## src/design/rdlp_pkg.sv

```systemverilog
// ----------------------------------------------------------------------------
// rdlp_pkg
// Shared widths, register indexes, mode codes and types for the rotating
// dual-row LED pattern generator.
// ----------------------------------------------------------------------------
package rdlp_pkg;

    localparam int MAX_WIDTH   = 32;
    localparam int COL_W       = 5;     // column index
    localparam int WIDTH_W     = 6;     // strip width, 1..MAX_WIDTH
    localparam int ELAPSED_W   = 10;
    localparam int ACC_W       = 17;
    localparam int DELAY_W     = 16;
    localparam int COLOR_W     = 24;
    localparam int MODE_W      = 3;
    localparam int CFG_INDEX_W = 2;
    localparam int CFG_DATA_W  = 24;
    localparam int S_TDATA_W   = 16;
    localparam int M_TDATA_W   = 32;

    localparam logic [ACC_W-1:0]   ACC_MAX       = {ACC_W{1'b1}};
    localparam logic [WIDTH_W-1:0] WIDTH_DEFAULT = WIDTH_W'(MAX_WIDTH);

    // Configuration register indexes
    localparam logic [CFG_INDEX_W-1:0] REG_EFFECT_MODE = 2'd0;
    localparam logic [CFG_INDEX_W-1:0] REG_PIXEL_COLOR = 2'd1;
    localparam logic [CFG_INDEX_W-1:0] REG_DELAY_MS    = 2'd2;
    localparam logic [CFG_INDEX_W-1:0] REG_STRIP_WIDTH = 2'd3;

    // Effect mode codes
    localparam logic [MODE_W-1:0] MODE_BLACK      = 3'd0;
    localparam logic [MODE_W-1:0] MODE_SOLID      = 3'd1;
    localparam logic [MODE_W-1:0] MODE_ROTATE_1   = 3'd2;
    localparam logic [MODE_W-1:0] MODE_OPPOSITE_1 = 3'd5;

    // Lit pattern of one frame and the rotation position that follows it
    typedef struct packed {
        logic [MAX_WIDTH-1:0] lit0;
        logic [MAX_WIDTH-1:0] lit1;
        logic [COL_W-1:0]     next_pos;
    } frame_plan_t;

endpackage

```

## src/design/rdlp_plan.sv

```systemverilog
// ----------------------------------------------------------------------------
// rdlp_plan
// Builds the lit masks of both rows for one frame from the effect mode,
// the strip width and the rotation position, and the position after it.
// ----------------------------------------------------------------------------
module rdlp_plan (
    input  logic [rdlp_pkg::MODE_W-1:0]  mode,
    input  logic [rdlp_pkg::WIDTH_W-1:0] width,
    input  logic [rdlp_pkg::COL_W-1:0]   pos,
    output rdlp_pkg::frame_plan_t        plan
);

    // Bring a value below 2*width+1 into 0..width-1
    function automatic logic [rdlp_pkg::COL_W-1:0] wrap_col(
        input logic [rdlp_pkg::WIDTH_W:0] v,
        input logic [rdlp_pkg::WIDTH_W-1:0] w
    );
        logic [rdlp_pkg::WIDTH_W:0] r;
        r = v;
        if (r >= {1'b0, w}) begin
            r = r - {1'b0, w};
        end
        if (r >= {1'b0, w}) begin
            r = r - {1'b0, w};
        end
        return r[rdlp_pkg::COL_W-1:0];
    endfunction

    logic                        opposite;
    logic                        rotating;
    logic [1:0]                  npts;
    logic [rdlp_pkg::COL_W-1:0]  p;
    logic [rdlp_pkg::WIDTH_W:0]  up_val;
    logic [rdlp_pkg::WIDTH_W:0]  dn_val;
    logic [rdlp_pkg::COL_W-1:0]  c0;
    logic [rdlp_pkg::COL_W-1:0]  c1;
    logic [rdlp_pkg::WIDTH_W:0]  p_inc;

    assign rotating = (mode >= rdlp_pkg::MODE_ROTATE_1);
    assign opposite = (mode >= rdlp_pkg::MODE_OPPOSITE_1);
    assign npts     = opposite ? 2'(mode - rdlp_pkg::MODE_OPPOSITE_1 + 3'd1)
                               : 2'(mode - rdlp_pkg::MODE_ROTATE_1 + 3'd1);
    // A stale position beyond the width restarts at column 0
    assign p        = ({1'b0, pos} >= width) ? '0 : pos;
    assign p_inc    = {2'b00, p} + 7'd1;

    // Mark the lit columns of both rows; advance the rotation only in the
    // rotate and opposite modes
    always_comb begin
        plan.lit0     = '0;
        plan.lit1     = '0;
        plan.next_pos = pos;
        up_val        = '0;
        dn_val        = '0;
        c0            = '0;
        c1            = '0;
        if (mode == rdlp_pkg::MODE_SOLID) begin
            for (int i = 0; i < rdlp_pkg::MAX_WIDTH; i++) begin
                plan.lit0[i] = (i < int'(width));
                plan.lit1[i] = (i < int'(width));
            end
        end else if (rotating) begin
            for (int k = 0; k < 3; k++) begin
                up_val = {2'b00, p} + 7'(k);
                dn_val = {width, 1'b0} - {2'b00, p} - 7'(k);
                c0     = wrap_col(up_val, width);
                c1     = opposite ? wrap_col(dn_val, width) : c0;
                if (k < int'(npts)) begin
                    plan.lit0[c0] = 1'b1;
                    plan.lit1[c1] = 1'b1;
                end
            end
            plan.next_pos = (p_inc >= {1'b0, width}) ? '0 : p_inc[rdlp_pkg::COL_W-1:0];
        end
    end

endmodule

```

## src/design/rotating_dual_row_led_pattern.sv

```systemverilog
// ----------------------------------------------------------------------------
// rotating_dual_row_led_pattern
// Accumulates elapsed milliseconds and, once the delay is reached, renders
// a two-row frame of lit and dark pixels, one pixel beat per cycle when not stalled.
// ----------------------------------------------------------------------------
//  channel  | direction | beat contents
//  s_       | in        | elapsed_ms, one tick of time
//  m_       | out       | row, column, color; tlast on the final pixel
//  cfg_     | in        | register write, index and data
//
//  An item that renders nothing does not hold off input; one may enter every
//  cycle while no frame is active. A rendering item starts a frame of 2*W
//  pixel beats, one per cycle unless the output stalls, set by the pixel
//  counter; input is held off until the last pixel is loaded into the output
//  register. Output stalls hold the pixel counter and the output register.
//  Reset is synchronous and active low, and needs no clearing pass.
// ----------------------------------------------------------------------------
module rotating_dual_row_led_pattern (
    input  logic                              aclk,
    input  logic                              aresetn,
    // configuration
    input  logic                              cfg_wen,
    input  logic [rdlp_pkg::CFG_INDEX_W-1:0]  cfg_index,
    input  logic [rdlp_pkg::CFG_DATA_W-1:0]   cfg_wdata,
    // input ticks
    input  logic                              s_tvalid,
    output logic                              s_tready,
    input  logic [rdlp_pkg::S_TDATA_W-1:0]    s_tdata,   // [9:0] elapsed_ms
    // pixel beats
    output logic                              m_tvalid,
    input  logic                              m_tready,
    output logic [rdlp_pkg::M_TDATA_W-1:0]    m_tdata,   // [0] row, [5:1] column,
                                                         // [29:6] color
    output logic                              m_tlast
);

    // Configuration registers
    logic [rdlp_pkg::MODE_W-1:0]    mode_reg;
    logic [rdlp_pkg::COLOR_W-1:0]   color_reg;
    logic [rdlp_pkg::DELAY_W-1:0]   delay_reg;
    logic [rdlp_pkg::WIDTH_W-1:0]   width_reg;

    // Running state
    logic [rdlp_pkg::ACC_W-1:0]     acc_reg;
    logic [rdlp_pkg::ACC_W-1:0]     acc_next;
    logic [rdlp_pkg::COL_W-1:0]     pos_reg;

    // Frame in progress
    logic                           active_reg;
    logic                           row_reg;
    logic [rdlp_pkg::COL_W-1:0]     col_reg;
    logic [rdlp_pkg::WIDTH_W-1:0]   fwidth_reg;
    logic [rdlp_pkg::MAX_WIDTH-1:0] lit0_reg;
    logic [rdlp_pkg::MAX_WIDTH-1:0] lit1_reg;

    // Output register
    logic                           m_valid_reg;
    logic [rdlp_pkg::M_TDATA_W-1:0] m_data_reg;
    logic                           m_last_reg;

    logic                           in_fire;
    logic                           render;
    logic [rdlp_pkg::ACC_W:0]       acc_sum;
    logic [rdlp_pkg::ACC_W-1:0]     acc_sat;
    logic [rdlp_pkg::WIDTH_W-1:0]   wr_width;
    rdlp_pkg::frame_plan_t          plan;
    logic                           out_load;
    logic                           col_end;
    logic                           pix_on;
    logic [rdlp_pkg::COLOR_W-1:0]   pix_color;

    assign s_tready = !active_reg;
    assign in_fire  = s_tvalid && s_tready;

    // Saturating accumulate and delay check
    assign acc_sum  = {1'b0, acc_reg} + (rdlp_pkg::ACC_W + 1)'(s_tdata[rdlp_pkg::ELAPSED_W-1:0]);
    assign acc_sat  = acc_sum[rdlp_pkg::ACC_W] ? rdlp_pkg::ACC_MAX
                                               : acc_sum[rdlp_pkg::ACC_W-1:0];
    assign render   = (acc_sat >= rdlp_pkg::ACC_W'(delay_reg));

    always_comb begin
        acc_next = acc_reg;
        if (in_fire) begin
            acc_next = render ? '0 : acc_sat;
        end
    end

    // Clamp a written width into 1..MAX_WIDTH
    always_comb begin
        wr_width = cfg_wdata[rdlp_pkg::WIDTH_W-1:0];
        if (wr_width == '0) begin
            wr_width = rdlp_pkg::WIDTH_W'(1);
        end else if (wr_width > rdlp_pkg::WIDTH_DEFAULT) begin
            wr_width = rdlp_pkg::WIDTH_DEFAULT;
        end
    end

    rdlp_plan u_plan (
        .mode  (mode_reg),
        .width (width_reg),
        .pos   (pos_reg),
        .plan  (plan)
    );

    // Current pixel of the frame
    assign out_load  = active_reg && (!m_valid_reg || m_tready);
    assign col_end   = ({1'b0, col_reg} == (fwidth_reg - rdlp_pkg::WIDTH_W'(1)));
    assign pix_on    = row_reg ? lit1_reg[col_reg] : lit0_reg[col_reg];
    assign pix_color = pix_on ? color_reg : '0;

    // Configuration writes and running state
    always_ff @(posedge aclk) begin
        if (!aresetn) begin
            mode_reg  <= rdlp_pkg::MODE_BLACK;
            color_reg <= '0;
            delay_reg <= '0;
            width_reg <= rdlp_pkg::WIDTH_DEFAULT;
            acc_reg   <= '0;
            pos_reg   <= '0;
        end else begin
            acc_reg <= acc_next;
            if (in_fire && render) begin
                pos_reg <= plan.next_pos;
            end
            if (cfg_wen) begin
                case (cfg_index)
                    rdlp_pkg::REG_EFFECT_MODE: mode_reg  <= cfg_wdata[rdlp_pkg::MODE_W-1:0];
                    rdlp_pkg::REG_PIXEL_COLOR: color_reg <= cfg_wdata[rdlp_pkg::COLOR_W-1:0];
                    rdlp_pkg::REG_DELAY_MS:    delay_reg <= cfg_wdata[rdlp_pkg::DELAY_W-1:0];
                    rdlp_pkg::REG_STRIP_WIDTH: begin
                        width_reg <= wr_width;
                        pos_reg   <= '0;
                    end
                    default: ;
                endcase
            end
        end
    end

    // Frame sequencer: start on a rendering beat, walk row 0 then row 1
    always_ff @(posedge aclk) begin
        if (!aresetn) begin
            active_reg <= 1'b0;
            row_reg    <= 1'b0;
            col_reg    <= '0;
        end else if (in_fire && render) begin
            active_reg <= 1'b1;
            row_reg    <= 1'b0;
            col_reg    <= '0;
        end else if (out_load) begin
            if (col_end) begin
                col_reg <= '0;
                row_reg <= 1'b1;
                if (row_reg) begin
                    active_reg <= 1'b0;
                end
            end else begin
                col_reg <= col_reg + rdlp_pkg::COL_W'(1);
            end
        end
    end

    // Latch the frame pattern
    always_ff @(posedge aclk) begin
        if (in_fire && render) begin
            fwidth_reg <= width_reg;
            lit0_reg   <= plan.lit0;
            lit1_reg   <= plan.lit1;
        end
    end

    // Output register: load a pixel when empty or being drained
    always_ff @(posedge aclk) begin
        if (!aresetn) begin
            m_valid_reg <= 1'b0;
        end else if (out_load) begin
            m_valid_reg <= 1'b1;
        end else if (m_tready) begin
            m_valid_reg <= 1'b0;
        end
    end

    always_ff @(posedge aclk) begin
        if (out_load) begin
            m_data_reg <= {2'b00, pix_color, col_reg, row_reg};
            m_last_reg <= row_reg && col_end;
        end
    end

    assign m_tvalid = m_valid_reg;
    assign m_tdata  = m_data_reg;
    assign m_tlast  = m_last_reg;

endmodule

```

## config.mk

```make
export PLATFORM = sky130hd
export DESIGN_NAME = rotating_dual_row_led_pattern
export DESIGN_NICKNAME = d
export VERILOG_FILES = /design/src/design/rdlp_pkg.sv /design/src/design/rdlp_plan.sv /design/src/design/rotating_dual_row_led_pattern.sv
export SDC_FILE = /design/constraint.sdc
export NUM_CORES = 1
export LEC_CHECK = 0
export BUFFER_PORTS_ARGS = -buffer_cell sky130_fd_sc_hd__buf_2
export CORE_MARGIN = 1.5
export CORE_UTILIZATION = 55
export CTS_BUF_LIST = sky130_fd_sc_hd__clkbuf_4 sky130_fd_sc_hd__clkbuf_8
export DETAILED_ROUTE_END_ITERATION = 16
export PLACE_DENSITY = 0.76
export SETUP_SLACK_MARGIN = 0.15
export SLEW_MARGIN = 10
export SYNTH_ARGS = -nofsm -noshare
export SYNTH_HDL_FRONTEND = slang
export SYNTH_HIERARCHICAL = 1
export SYNTH_SLANG_ARGS = --single-unit
```

## constraint.sdc

```tcl
create_clock -name aclk -period 13.1 [get_ports aclk]
set_input_delay 2.62 -clock aclk [delete_from_list [all_inputs] [get_ports aclk]]
set_output_delay 2.62 -clock aclk [all_outputs]
set_load 0.02 [all_outputs]
```

**Word level (Yosys, flattened, before mapping)**

Index checks and enable logic that the tools add are counted.

- Logic and storage cells: 224
- Output and inout port bits: 35
- Bits in registers: 180

- Equality and inequality tests: 5
- Bitwise operators: 5
- $lt $le $gt $ge: 65
- $add $sub $neg: 24
- Reductions and logical operators: 26
- Multiplexer cells: 83

Operators by type and width:

| operator | number |
|---|---|
| two-way mux 64 bit | 8 |
| two-way mux 5 bit | 28 |
| OR 32 bit | 4 |
| two-way mux 7 bit | 18 |
| less-than comparator 5 x 6 -> 1 bit (first input constant) | 16 |
| two-way mux 69 bit | 1 |
| >= comparator 7 x 6 -> 1 bit | 9 |
| less-than comparator 4 x 6 -> 1 bit (first input constant) | 8 |
| less-than comparator 5 x 6 -> 1 bit (second input constant) | 7 |
| two-way mux 17 bit | 2 |
| demux 1 bit (select 5 bit) | 6 |
| >= comparator 5 x 1 -> 1 bit (second input constant) | 6 |
| subtractor 5 bit | 6 |
| less-than comparator 3 x 6 -> 1 bit (first input constant) | 4 |
| subtractor 7 x 6 -> 7 bit | 3 |
| adder 17 x 10 -> 18 bit | 1 |
| >= comparator 17 x 16 -> 1 bit | 1 |
| two-way mux 1 bit | 15 |
| subtractor 6 x 6 -> 7 bit | 2 |
| >= comparator 5 x 6 -> 1 bit | 2 |
| >= comparator 6 bit | 2 |
| less-than comparator 1 x 6 -> 1 bit (first input constant) | 2 |
| less-than comparator 2 x 6 -> 1 bit (first input constant) | 2 |
| two-way mux 6 bit | 2 |
| other kinds (32) | 53 |

**Logic depth before layout (Yosys ltp)**

Gate-level depths: netlist of the first run.

- Word-level depth: 30
- Depth in mapped cells: 35

**By module**

The synthesis of the first run kept the hierarchy.

Modules (own cells, without submodules):

| module | sequential area each (um^2) | cells each | instances | area each (um^2) |
|---|---|---|---|---|
| rotating_dual_row_led_pattern | 4,614.4 | 700 | 1 | 8,062.7 |
| rdlp_plan | 0.0 | 990 | 1 | 7,016.7 |

**Worst setup path before layout of the first run**

No wires, ideal clock.

- Kind: reg2reg
- From: register width_reg[1] in the netlist's numbering
- To: register lit1_reg[20] in the netlist's numbering, data pin
- Path slack: 4.854 ns
- Arrival: 7.992 ns
- Clock period less this slack: 8.246 ns
- Cell stages (with the launch flop): 33
- Cells stage by stage: dfxtp_1 -> inv_1 -> ha_1 -> a21o_1 -> a21oi_1 -> nand2_1 -> inv_1 -> fa_1 -> xor2_1 -> ha_1 -> a21boi_0 -> xnor2_1 -> ha_1 -> a41oi_1 -> nand2_1 -> a31o_2 -> a211oi_1 -> a21oi_2 -> mux2i_1 -> ha_1 -> nand2b_1 -> a21oi_1 -> o21ai_0 -> a31o_2 -> a31oi_1 -> nand2_1 -> mux2i_2 -> nor2_1 -> o31a_1 -> buf_2 -> and3b_1 -> a221o_1 -> a21o_1

RTL lines:

| what | RTL line | text |
|---|---|---|
| from (decl) | rotating_dual_row_led_pattern.sv:41 | `logic [rdlp_pkg::WIDTH_W-1:0] width_reg;` |
| from (signal assigned) | rotating_dual_row_led_pattern.sv:117 | `width_reg <= rdlp_pkg::WIDTH_DEFAULT;` |
| from (signal assigned) | rotating_dual_row_led_pattern.sv:131 | `width_reg <= wr_width;` |
| to (signal assigned) | rotating_dual_row_led_pattern.sv:168 | `lit1_reg <= plan.lit1;` |
| to (decl) | rotating_dual_row_led_pattern.sv:54 | `logic [rdlp_pkg::MAX_WIDTH-1:0] lit1_reg;` |

==> Flow_metrics.wiki, run 1 <==
{| class="wikitable"
! Metric !! Value
|-
| Detailed placer's ending HPWL || 31.7 mm
|-
| Number of primary I/O pins || just over 80
|-
| Length of the first detailed-routing pass in iterations || 8
|-
| Type of the most critical hold path || reg2reg
|-
| Number of max-capacitance violations reported || 0
|-
| Post-CTS resize count || 0
|-
| Final setup violation count || 0
|-
| Area inside the core boundary || 0.0270 sq mm
|-
| Global-route wire length before repair || 67.3 mm
|-
| Slew at the pin closest to its max-slew limit || 1.18 ns
|-
| Total Wirelength || 42.9 mm
|-
| Remaining DRCs || 0
|-
| Largest family of logic cells by synthesized area || compound AO/OA/AOI/OAI gates
|-
| Final non-filler cell total || 2,088
|-
| Share of cells above drive strength 1 || 0.135
|-
| Share of synthesized area spent on multiplexers || 0.0801
|-
| Clock Tree Root || sky130_fd_sc_hd__clkbuf_8
|-
| Share of the synthesized area in compound gates (AO/OA/AOI/OAI) || 0.223
|-
| DIE WIDTH || 169 um
|-
| Synthesis Warnings || 6
|-
| TritonCTS Buffers || 17
|-
| Fraction of the yosys area taken by sequential cells || 0.306
|-
| GRT met1 Usage || 0.384
|-
| Number of enable flip-flop cells after synthesis || slightly above 100
|-
| Setup repair bufs after CTS || 0
|-
| Total power density per cell area || 149 mW/mm^2
|-
| Starting DRC count in detailed routing || 1,473
|-
| Most used routing layer || met2
|-
| Via count of the first global-routing pass || about 13,000
|-
| Final slew viol count || 0
|-
| Final Hold Viols || 0
|-
| Data arrival time of the critical path || roughly 11 ns
|-
| Seq cells post-synth || 180
|-
| Yosys cell types || 93
|-
| Layout-stage area growth over the synthesis result || 6.90%
|-
| Clock insertion delay at the later pin of the skew report || 0.50 ns
|-
| Max stage delay cell, worst path || sky130_fd_sc_hd__dfxtp_1
|-
| Number of cells in the design after placement || 2,056
|-
| Minimum clock period after layout || ~10 ns
|-
| Synthesized netlist cell count || 1,690
|-
| Startpoint kind of the worst setup timing path || flop
|-
| Inserted Diodes || 0
|-
| Routability cong. || 0.988
|-
| Starting utilization of the core area || 0.560
|-
| Via density per instance || 6.50
|-
| Overflow left after global routing || 0
|-
| Required time at the worst-slack endpoint || about 13 ns
|-
| Sum of negative setup slack || 0 ns
|-
| Row count || 60
|-
| Worst vdd ir || roughly 140 uV
|-
| All-layer global routing usage || 0.301
|-
| Buffers added on ports || 73
|-
| Clock transition at the registers of the reported paths || 0.11 ns
|-
| Part of the cycle the worst path needs || 0.779
|-
| Number of antenna violations at the first check in global routing || 1
|-
| Buffer levels on the longest clock path || 2
|-
| Worst path most repeated cell || sky130_fd_sc_hd__ha_1
|-
| Largest incremental delay on the critical path || 0.85 ns
|-
| Vertical die dimension || between 150 and 200 um
|-
| Met2 track demand over resource in global routing || 0.508
|-
| Post-synthesis instance area || roughly 0.015 sq mm
|-
| Final antenna-violating net count || 0
|-
| Cell leakage power || ~6.3 nW
|-
| Most common flop cell mapped by yosys || sky130_fd_sc_hd__edfxtp_1
|-
| Basic-gate share of the synthesized area counting and, or, nand and nor cells || 0.192
|-
| Highest clock rate || around 98 MHz
|-
| Global-route met3 utilization || 0.0503
|-
| Status || finished, final reports clean
|-
| Clock tree from TritonCTS || done
|-
| Share of the core filled with cells in the final layout || 0.598
|-
| Total number of H-tree levels || 4
|-
| Setup repair after global routing missed its margin || false
|-
| Routed via count || between 10,000 and 15,000
|-
| Die outline area || roughly 0.028 sq mm
|-
| Category of the critical setup timing path || reg2reg
|-
| Synth async-reset ratio || 0
|-
| Kind of capture point of the worst setup path || flop
|-
| Largest fanout on the critical path || 16
|-
| Largest net degree at the start of global routing || 77
|-
| Slew Limit Headroom || 0.209
|-
| Per-instance average area after synthesis || 8.92 sq um
|-
| Fraction of synthesized cell area in xor and xnor cells || 0.0452
|-
| Avg WL per Cell || 20.6 um
|-
| Adder and majority cell fraction of the synthesized area || 0.110
|-
| Number of nets at the end of the flow || 1,905
|-
| Hold buffer count at cts || 0
|-
| Final setup skew || 0.0227 ns
|-
| Sink Count || 180
|}
critical path: cells and delay by family (launching register included):
| kind | cells | cell delay (ns) |
|---|---|---|
| AO/OA/AOI/OAI | 13 | 3.24 |
| AND/OR/NAND/NOR | 7 | 1.87 |
| adder cells (fa/ha/maj) | 5 | 1.79 |
| buffers and inverters | 2 | 0.91 |
| flip-flops | 1 | 0.85 |
| XOR/XNOR | 2 | 0.72 |
| multiplexers | 2 | 0.70 |
cell type report:
type / instances / area [sq um]
fillers: 2341 / 10800
multi-input cells: 1359 / 9830
flip-flops and latches: 180 / 4610
repair buffers: 86 / 463
well taps: 341 / 427
inverters: 90 / 348
clock buffers: 17 / 234
clock inverters: 15 / 204
report_power, final:
part	total [W]	switching, W	internal [W]
clock	0.000404	0.000239	0.000166
sequential	0.000772	0.0000378	0.000735
combinational	0.00123	0.000740	0.000488
final timing paths:
path              depth (start not counted)  slack [ns]    startpoint            to
setup reg to reg                         31        2.90  width_reg[4]  lit1_reg[27]
hold reg to reg                           2        0.46  color_reg[2]  color_reg[2]
hold / removal                            2        0.46  color_reg[2]  color_reg[2]
setup / recovery                         31        2.90  width_reg[4]  lit1_reg[27]
synthesized netlist by cell type, types with 10 or more instances:
| library cell | instances | area share |
|---|---|---|
| sky130_fd_sc_hd__nor2b_2 | 20 | 0.012 |
| sky130_fd_sc_hd__nor2b_1 | 27 | 0.011 |
| sky130_fd_sc_hd__nor3_1 | 38 | 0.013 |
| sky130_fd_sc_hd__nand3_1 | 45 | 0.015 |
| sky130_fd_sc_hd__o31ai_1 | 13 | 0.0065 |
| sky130_fd_sc_hd__mux2_2 | 27 | 0.020 |
| sky130_fd_sc_hd__a21o_1 | 48 | 0.024 |
| sky130_fd_sc_hd__ha_1 | 110 | 0.091 |
| sky130_fd_sc_hd__clkbuf_1 | 41 | 0.010 |
| sky130_fd_sc_hd__xnor2_1 | 45 | 0.026 |
| sky130_fd_sc_hd__inv_1 | 88 | 0.022 |
| sky130_fd_sc_hd__dfxtp_1 | 79 | 0.10 |
| sky130_fd_sc_hd__mux4_1 | 11 | 0.019 |
| sky130_fd_sc_hd__nand4_1 | 11 | 0.0046 |
| sky130_fd_sc_hd__o22ai_1 | 10 | 0.0041 |
| sky130_fd_sc_hd__nand2b_1 | 24 | 0.010 |
| sky130_fd_sc_hd__o21bai_1 | 11 | 0.0055 |
| sky130_fd_sc_hd__nor3b_1 | 11 | 0.0055 |
| sky130_fd_sc_hd__fa_1 | 14 | 0.019 |
| sky130_fd_sc_hd__a221o_1 | 27 | 0.018 |
| sky130_fd_sc_hd__xor2_1 | 31 | 0.018 |
| sky130_fd_sc_hd__and3_1 | 19 | 0.0079 |
| sky130_fd_sc_hd__o21a_1 | 14 | 0.0070 |
| sky130_fd_sc_hd__o21ai_0 | 87 | 0.029 |
| sky130_fd_sc_hd__nor2_1 | 124 | 0.031 |
| sky130_fd_sc_hd__mux2i_1 | 34 | 0.023 |
| sky130_fd_sc_hd__and2_1 | 11 | 0.0046 |
| sky130_fd_sc_hd__a221oi_1 | 26 | 0.015 |
| sky130_fd_sc_hd__nand2_1 | 216 | 0.054 |
| sky130_fd_sc_hd__edfxtp_1 | 101 | 0.20 |
| sky130_fd_sc_hd__a211oi_1 | 15 | 0.0075 |
| sky130_fd_sc_hd__a21oi_1 | 125 | 0.041 |
| sky130_fd_sc_hd__a32oi_1 | 11 | 0.0064 |
cells by family (layout without fill, tap and decap cells):
family,count (synthesis),in the layout
and+or+nand+nor,591,591
AOI/OAI and AO/OA,479,479
DFF,180,180
buffers and inverters,152,208
adders and majority gates,124,124
muxes,86,86
xor gates and xnor gates,77,77
other,1,2
placed cells by master (no fill, tap or decap), drive strengths merged, types with 12 or more instances in the layout:
master / count
a221o: 27
a211oi: 18
ha: 110
dfxtp: 79
inv: 97
xnor2: 46
mux2: 29
and2: 12
nor3: 44
xor2: 31
a21o: 48
and3: 20
edfxtp: 101
fa: 14
nand2: 217
o21a: 14
a221oi: 29
o21ai: 93
buf: 86
a21oi: 134
nor2b: 47
mux4: 20
clkbuf: 17
mux2i: 37
o31ai: 16
nand3: 45
nand4: 12
nor2: 124
nand2b: 24
metal layers:
| metal | share of wire | vias to the layer above |
|---|---|---|
| met3 | 0.084 | 117 |
| li1 | - | 6340 |
| met5 | 0.00030 | - |
| met4 | 0.033 | 2 |
| met2 | 0.47 | 635 |
| met1 | 0.41 | 6488 |
stage by stage:
| stage | power [W] | cell area [sq um] | hold slack (ns) | setup WS, ns |
|---|---|---|---|---|
| 3_3_place_gp | 0.00196 | 15700 | 0.437 | 3.46 |
| 3_5_place_dp | 0.00200 | 15700 | 0.443 | 3.24 |
| 4_1_cts | 0.00241 | 16100 | 0.458 | 3.18 |
| 5_1_grt | 0.00256 | 16100 | 0.481 | 2.20 |
| 2_1_floorplan | 0.00174 | 15100 | 0.406 | 4.85 |
| 6_report | 0.00240 | 16100 | 0.459 | 2.90 |
Note: power is estimated with default switching activity, not from simulation.
==> inputs of run 2 (changes only) <==
==> constraint.sdc (replaced) <==
create_clock -name aclk -period 9.79 [get_ports aclk]
set_input_delay 1.958 -clock aclk [delete_from_list [all_inputs] [get_ports aclk]]
set_output_delay 1.958 -clock aclk [all_outputs]
set_load 0.02 [all_outputs]
==> run 2 against run 1 <==
Sequential share of layout area about the same. Clock skew about the same. Routed wire length increased by 1.6%. Combinational power increased by 35%. Power increased by 33%. Cell area increased by 0.15%. Fmax increased by 14%. Via count increased by 0.32%. Largest power group unchanged.
==> Flow_metrics.wiki, run 2 (same netlist as run 1, synthesis figures left out) <==
{| class="wikitable"
! Metric !! Value
|-
| Most common cell after layout, fill and taps aside || sky130_fd_sc_hd__nand2_1
|-
| Buffer levels on the longest clock path || 2 (unchanged)
|-
| Largest incremental delay on the critical path || 0.76 ns (-0.09 ns)
|-
| Detailed placer's ending HPWL || 32.2 mm (+1.6%)
|-
| Cells on Worst Hold Path || 2 (unchanged)
|-
| Via count of the first global-routing pass || 13,000 (+0.32%)
|-
| Setup repair bufs after CTS || 0 (unchanged)
|-
| Via density per instance || 6.49 (-0.25%)
|-
| Length of the first detailed-routing pass in iterations || 7 (-1)
|-
| Clock Tree Root || sky130_fd_sc_hd__clkbuf_8
|-
| Routed via count || 13,600 (+0.32%)
|-
| Final setup violation count || 0 (unchanged)
|-
| Number of antenna violations at the first check in global routing || 0 (-1)
|-
| Post-CTS resize count || 0 (unchanged)
|-
| Clock transition at the registers of the reported paths || 0.12 ns (about the same)
|-
| Clock tree from TritonCTS || done
|-
| Number of max-capacitance violations reported || 0 (unchanged)
|-
| Number of cells in the design after placement || 2,068 (+0.58%)
|-
| Remaining DRCs || 0 (unchanged)
|-
| Avg WL per Cell || 20.8 um (+1.1%)
|-
| All-layer global routing usage || 0.307 (+0.00562)
|-
| TritonCTS Buffers || 17 (unchanged)
|-
| Largest net degree at the start of global routing || 77 (unchanged)
|-
| Kind of capture point of the worst setup path || flop
|-
| Sink Count || 180 (unchanged)
|-
| Sum of negative setup slack || 0 ns (unchanged)
|-
| Routability cong. || 0.979 (-0.89%)
|-
| Setup repair after global routing missed its margin || false
|-
| Row count || 60 (unchanged)
|-
| Data arrival time of the critical path || 9.17 ns (-1.39 ns)
|-
| Final setup skew || 0.0231 ns (+0.000345 ns)
|-
| Layout-stage area growth over the synthesis result || 7.06%
|-
| Buffers added on ports || 73 (unchanged)
|-
| Max stage delay cell, worst path || sky130_fd_sc_hd__dfxtp_1
|-
| Total Wirelength || 43.6 mm (+1.6%)
|-
| Part of the cycle the worst path needs || 0.914 (+0.136)
|-
| Slew at the pin closest to its max-slew limit || 1.06 ns (-0.120 ns)
|-
| Area inside the core boundary || 0.0270 sq mm (unchanged)
|-
| Type of the most critical hold path || reg2reg
|-
| Worst vdd ir || 188 uV (+37%)
|-
| Final non-filler cell total || 2,100 (+0.57%)
|-
| Vertical die dimension || 169 um (unchanged)
|-
| Share of the core filled with cells in the final layout || 0.599 (+0.000882)
|-
| Total number of H-tree levels || 4 (unchanged)
|-
| Hold buffer count at cts || 0 (unchanged)
|-
| Startpoint kind of the worst setup timing path || flop
|-
| Commonest cells after routing, fill and taps aside || sky130_fd_sc_hd__nand2_1 (216), sky130_fd_sc_hd__a21oi_1 (125), sky130_fd_sc_hd__nor2_1 (124)
|-
| Number of nets at the end of the flow || 1,917 (+0.63%)
|-
| Final Hold Viols || 0 (unchanged)
|-
| Area taken by flip-flops and latches || 0.00461 sq mm (unchanged)
|-
| Starting DRC count in detailed routing || 1,529 (+3.8%)
|-
| Die outline area || 0.0284 sq mm (unchanged)
|-
| Final antenna-violating net count || 0 (unchanged)
|-
| Total power density per cell area || 198 mW/mm^2 (+33%)
|-
| Required time at the worst-slack endpoint || 10.01 ns (-3.44 ns)
|-
| Highest clock rate || 112 MHz (+14%)
|-
| R2r worst-path depth || 33 (+6.5%)
|-
| Minimum clock period after layout || 8.95 ns (-1.25 ns)
|-
| Largest fanout on the critical path || 11 (-5)
|-
| # fillers || 2,281 (-2.6%)
|-
| Status || finished, final reports clean
|-
| Final slew viol count || 0 (unchanged)
|-
| Global-route wire length before repair || 68.6 mm (+1.9%)
|-
| Inserted Diodes || 0 (unchanged)
|-
| Cell leakage power || 6.31 nW (+0.57%)
|-
| Category of the critical setup timing path || reg2reg
|-
| DIE WIDTH || 169 um (unchanged)
|-
| Total area of multi-input combinational cells || 0.00983 sq mm (unchanged)
|-
| Number of primary I/O pins || 82 (unchanged)
|-
| Clock insertion delay at the later pin of the skew report || 0.46 ns (-0.04 ns)
|-
| Starting utilization of the core area || 0.560 (unchanged)
|-
| Overflow left after global routing || 0 (unchanged)
|-
| Share of cells above drive strength 1 || 0.140 (+0.00534)
|-
| Slew Limit Headroom || 0.290 (+0.0814)
|}
[run 2: layer usage]
| metal | wire, um | track usage | vias to the layer above |
|---|---|---|---|
| met1 | 18500 | 0.395 | 6551 |
| met2 | 20600 | 0.525 | 596 |
| met3 | 3010 | 0.0416 | 107 |
| li1 | - | - | 6372 |
| met5 | 0 | 0 | - |
| met4 | 1560 | 0.120 | 0 |
[run 2: layout make-up]
cell class | count | share of cell area
Tap cell | 341 | 0.0264
Timing Repair Buffer | 98 | 0.0343
Sequential cell | 180 | 0.286
Clock buffer | 17 | 0.0145
Clock inverter | 15 | 0.00853
Inverter | 90 | 0.0215
Multi-Input combinational cell | 1359 | 0.609
[run 2: per-stage QoR]
step	instance area (sq um)	hold slack [ns]	setup slack [ns]	total power [W]
4_1_cts	16100	0.457	1.02	0.00319
2_1_floorplan	15100	0.406	1.54	0.00232
3_3_place_gp	15800	0.437	1.22	0.00263
5_1_grt	16100	0.471	0.361	0.00340
3_5_place_dp	15800	0.443	1.09	0.00269
6_report	16100	0.458	0.839	0.00320
[run 2: power breakdown]
part | leakage, nW | internal (W) | switching, W
Combinational | 4.51 | 0.000658 | 0.00100
Sequential | 1.61 | 0.000983 | 0.0000500
Clock | 0.195 | 0.000188 | 0.000315
Total | 6.31 | 0.00183 | 0.00137
[run 2: final timing paths]
kind	from	to	slack (ns)
worst max-delay path	width_reg[3]	lit1_reg[4]	0.84
worst min-delay path	color_reg[0]	color_reg[0]	0.46
worst max register to register	width_reg[3]	lit1_reg[4]	0.84
worst min register to register	color_reg[0]	color_reg[0]	0.46
[run 2: worst max-delay path: cells and delay by family (launching register included)]
| family | cells | cell delay (ns) |
|---|---|---|
| xor gates and xnor gates | 1 | 0.22 |
| DFF | 1 | 0.76 |
| buffers and inverters | 2 | 0.42 |
| AOI/OAI and AO/OA | 17 | 4.22 |
| and+or+nand+nor | 7 | 1.14 |
| muxes | 2 | 0.68 |
| adders and majority gates | 4 | 1.24 |
==> inputs of run 3 (changes only) <==
--- a/config.mk
+++ b/config.mk
@@ -10,7 +10,7 @@
 export CORE_UTILIZATION = 55
 export CTS_BUF_LIST = sky130_fd_sc_hd__clkbuf_4 sky130_fd_sc_hd__clkbuf_8
 export DETAILED_ROUTE_END_ITERATION = 16
-export PLACE_DENSITY = 0.76
+export PLACE_DENSITY = 0.73
 export SETUP_SLACK_MARGIN = 0.15
 export SLEW_MARGIN = 10
 export SYNTH_ARGS = -nofsm -noshare
==> run 3 against run 2 <==
Critical path depth fell by 1. Cell area rose by 0.27%. Clock power rose by 5.4%. Sequential cell count did not move. Clock-buffer cell count did not move. First-iteration DRC count fell by 24%. Routed wire length rose by 0.83%. Fmax fell by 0.22%. Clock skew rose by 0.015 ns. Highest routed layer unchanged. Non-clock buffer count rose by 2.
==> Flow_metrics.wiki, run 3 (same netlist as run 1, synthesis figures left out) <==
{| class="wikitable"
! Metric !! Value
|-
| Die outline area || 0.0284 sq mm (unchanged)
|-
| Clock Tree Root || sky130_fd_sc_hd__clkbuf_8
|-
| Inserted Diodes || 0 (unchanged)
|-
| Largest fanout on the critical path || 11 (unchanged)
|-
| Final slew viol count || 0 (unchanged)
|-
| Clock insertion delay at the later pin of the skew report || 0.48 ns (+0.02 ns)
|-
| Type of the most critical hold path || reg2reg
|-
| Slew Limit Headroom || 0.264 (-0.0260)
|-
| Number of primary I/O pins || 82 (unchanged)
|-
| Row count || 60 (unchanged)
|-
| Area taken by flip-flops and latches || 0.00461 sq mm (unchanged)
|-
| Largest incremental delay on the critical path || 0.79 ns (+0.03 ns)
|-
| Slew at the pin closest to its max-slew limit || 1.10 ns (+0.0390 ns)
|-
| Crit path from || width_reg[2]
|-
| Delay-heaviest family, CP || compound AO/OA/AOI/OAI gates
|-
| Sum of negative setup slack || 0 ns (unchanged)
|-
| Total area of multi-input combinational cells || 0.00983 sq mm (unchanged)
|-
| Largest net degree at the start of global routing || 77 (unchanged)
|-
| Routability cong. || 0.958 (-2.2%)
|-
| Min-Delay Endpoint || color_reg[15]
|-
| FF-to-FF setup slack || 0.82 ns (-0.02 ns)
|-
| Final Hold Viols || 0 (unchanged)
|-
| Routed via count || 13,400 (-1.5%)
|-
| Length of the first detailed-routing pass in iterations || 6 (-1)
|-
| Minimum hold slack || 0.458 ns (-0.000454 ns)
|-
| Cell leakage power || 6.33 nW (+0.29%)
|-
| Number of nets at the end of the flow || 1,919 (+0.10%)
|-
| Part of the cycle the worst path needs || 0.916 (+0.00198)
|-
| Number of max-capacitance violations reported || 0 (unchanged)
|-
| Minimum clock period after layout || 8.97 ns (+0.0194 ns)
|-
| All-layer global routing usage || 0.313 (+0.00664)
|-
| Post-CTS resize count || 0 (unchanged)
|-
| Layout-stage area growth over the synthesis result || 7.35%
|-
| Total power density per cell area || 199 mW/mm^2 (+0.18%)
|-
| Buffers added on ports || 73 (unchanged)
|-
| Max stage delay cell, worst path || sky130_fd_sc_hd__fa_1
|-
| Starting utilization of the core area || 0.560 (unchanged)
|-
| Kind of capture point of the worst setup path || flop
|-
| Count of buffer and inverter cells on the critical path || 4 (+2)
|-
| Clock transition at the registers of the reported paths || 0.11 ns (about the same)
|-
| Commonest cells after routing, fill and taps aside || sky130_fd_sc_hd__nand2_1 (216), sky130_fd_sc_hd__a21oi_1 (125), sky130_fd_sc_hd__nor2_1 (124)
|-
| Final antenna-violating net count || 0 (unchanged)
|-
| Worst vdd ir || 372 uV (+98%)
|-
| Total Wirelength || 44.0 mm (+0.83%)
|-
| TritonCTS Buffers || 17 (unchanged)
|-
| Data arrival time of the critical path || 9.20 ns (+0.03 ns)
|-
| Starting DRC count in detailed routing || 1,166 (-24%)
|-
| Detailed placer's ending HPWL || 32.3 mm (+0.23%)
|-
| Most common cell after layout, fill and taps aside || sky130_fd_sc_hd__nand2_1
|-
| Required time at the worst-slack endpoint || 10.02 ns (about the same)
|-
| Avg WL per Cell || 20.9 um (+0.73%)
|-
| Global-route wire length before repair || 69.6 mm (+1.5%)
|-
| Sink Count || 180 (unchanged)
|-
| Via count of the first global-routing pass || 12,900 (-0.30%)
|-
| Startpoint kind of the worst setup timing path || flop
|-
| Remaining DRCs || 0 (unchanged)
|-
| DIE WIDTH || 169 um (unchanged)
|-
| Clock tree from TritonCTS || done
|-
| Category of the critical setup timing path || reg2reg
|-
| Power, Total || 0.00321 W (+0.45%)
|-
| # fillers || 2,363 (+3.6%)
|-
| Vertical die dimension || 169 um (unchanged)
|-
| Status || finished, final reports clean
|-
| Overflow left after global routing || 0 (unchanged)
|-
| Via density per instance || 6.38 (-1.6%)
|-
| R2r worst-path depth || 32 (-3.0%)
|-
| Buffer levels on the longest clock path || 2 (unchanged)
|-
| Total number of H-tree levels || 4 (unchanged)
|-
| Setup repair bufs after CTS || 0 (unchanged)
|-
| Source of the worst hold timing path || color_reg[15]
|-
| Hold buffer count at cts || 0 (unchanged)
|-
| Number of antenna violations at the first check in global routing || 0 (unchanged)
|-
| Final setup violation count || 0 (unchanged)
|-
| Setup repair after global routing missed its margin || false
|-
| Share of cells above drive strength 1 || 0.141 (+0.000977)
|-
| Final setup skew || 0.0383 ns (+0.0152 ns)
|-
| Worst r2r dst || lit1_reg[4]
|-
| Highest clock rate || 111 MHz (-0.22%)
|-
| Area inside the core boundary || 0.0270 sq mm (unchanged)
|-
| Cells on Worst Hold Path || 2 (unchanged)
|-
| Origin of the critical flop-to-flop path || width_reg[2]
|}
[run 3: stage by stage]
step           utilization  setup slack [ns]  cells  instance area [sq um]
2_1_floorplan            -              1.54   1691                  15100
3_3_place_gp         0.586              1.38   2070                  15800
3_5_place_dp         0.586              1.11   2070                  15800
4_1_cts              0.601              1.06   2102                  16200
5_1_grt              0.601             0.300   2102                  16200
6_report             0.601             0.820   2102                  16200
[run 3: worst max-delay path by stage]
stage,slack [ns],cells after the start,to
2_1_floorplan,1.54,32,lit1_reg[20]
3_3_place_gp,1.38,32,lit1_reg[22]
3_5_place_dp,1.11,32,lit1_reg[4]
4_1_cts,1.06,32,lit1_reg[18]
5_1_grt,0.30,32,lit1_reg[16]
6_report,0.82,32,lit1_reg[4]
[run 3: power by group]
part | leakage [nW] | switching, W | internal, W
clock | 0.202 | 0.000315 | 0.000214
combinational | 4.52 | 0.000996 | 0.000656
sequential | 1.61 | 0.0000489 | 0.000983
[run 3: tightest hold or removal path: cells and delay by family, from the launching register on]
kind | cells | cell delay, ns
DFF | 1 | 0.32
and+or+nand+nor | 1 | 0.05
AOI/OAI and AO/OA | 1 | 0.05
[run 3: cell type report]
| type | count | share of cell area |
|---|---|---|
| Clock buffer | 17 | 0.0145 |
| Clock inverter | 15 | 0.0103 |
| Inverter | 90 | 0.0215 |
| Multi-Input combinational cell | 1359 | 0.607 |
| Sequential cell | 180 | 0.285 |
| Tap cell | 341 | 0.0264 |
| Timing Repair Buffer | 100 | 0.0351 |
[run 3: per-layer routing]
metal / global-route usage / part of all wire
met1: 0.410 / 0.43
met2: 0.528 / 0.47
met3: 0.0447 / 0.060
met4: 0.118 / 0.036
met5: 0 / 0
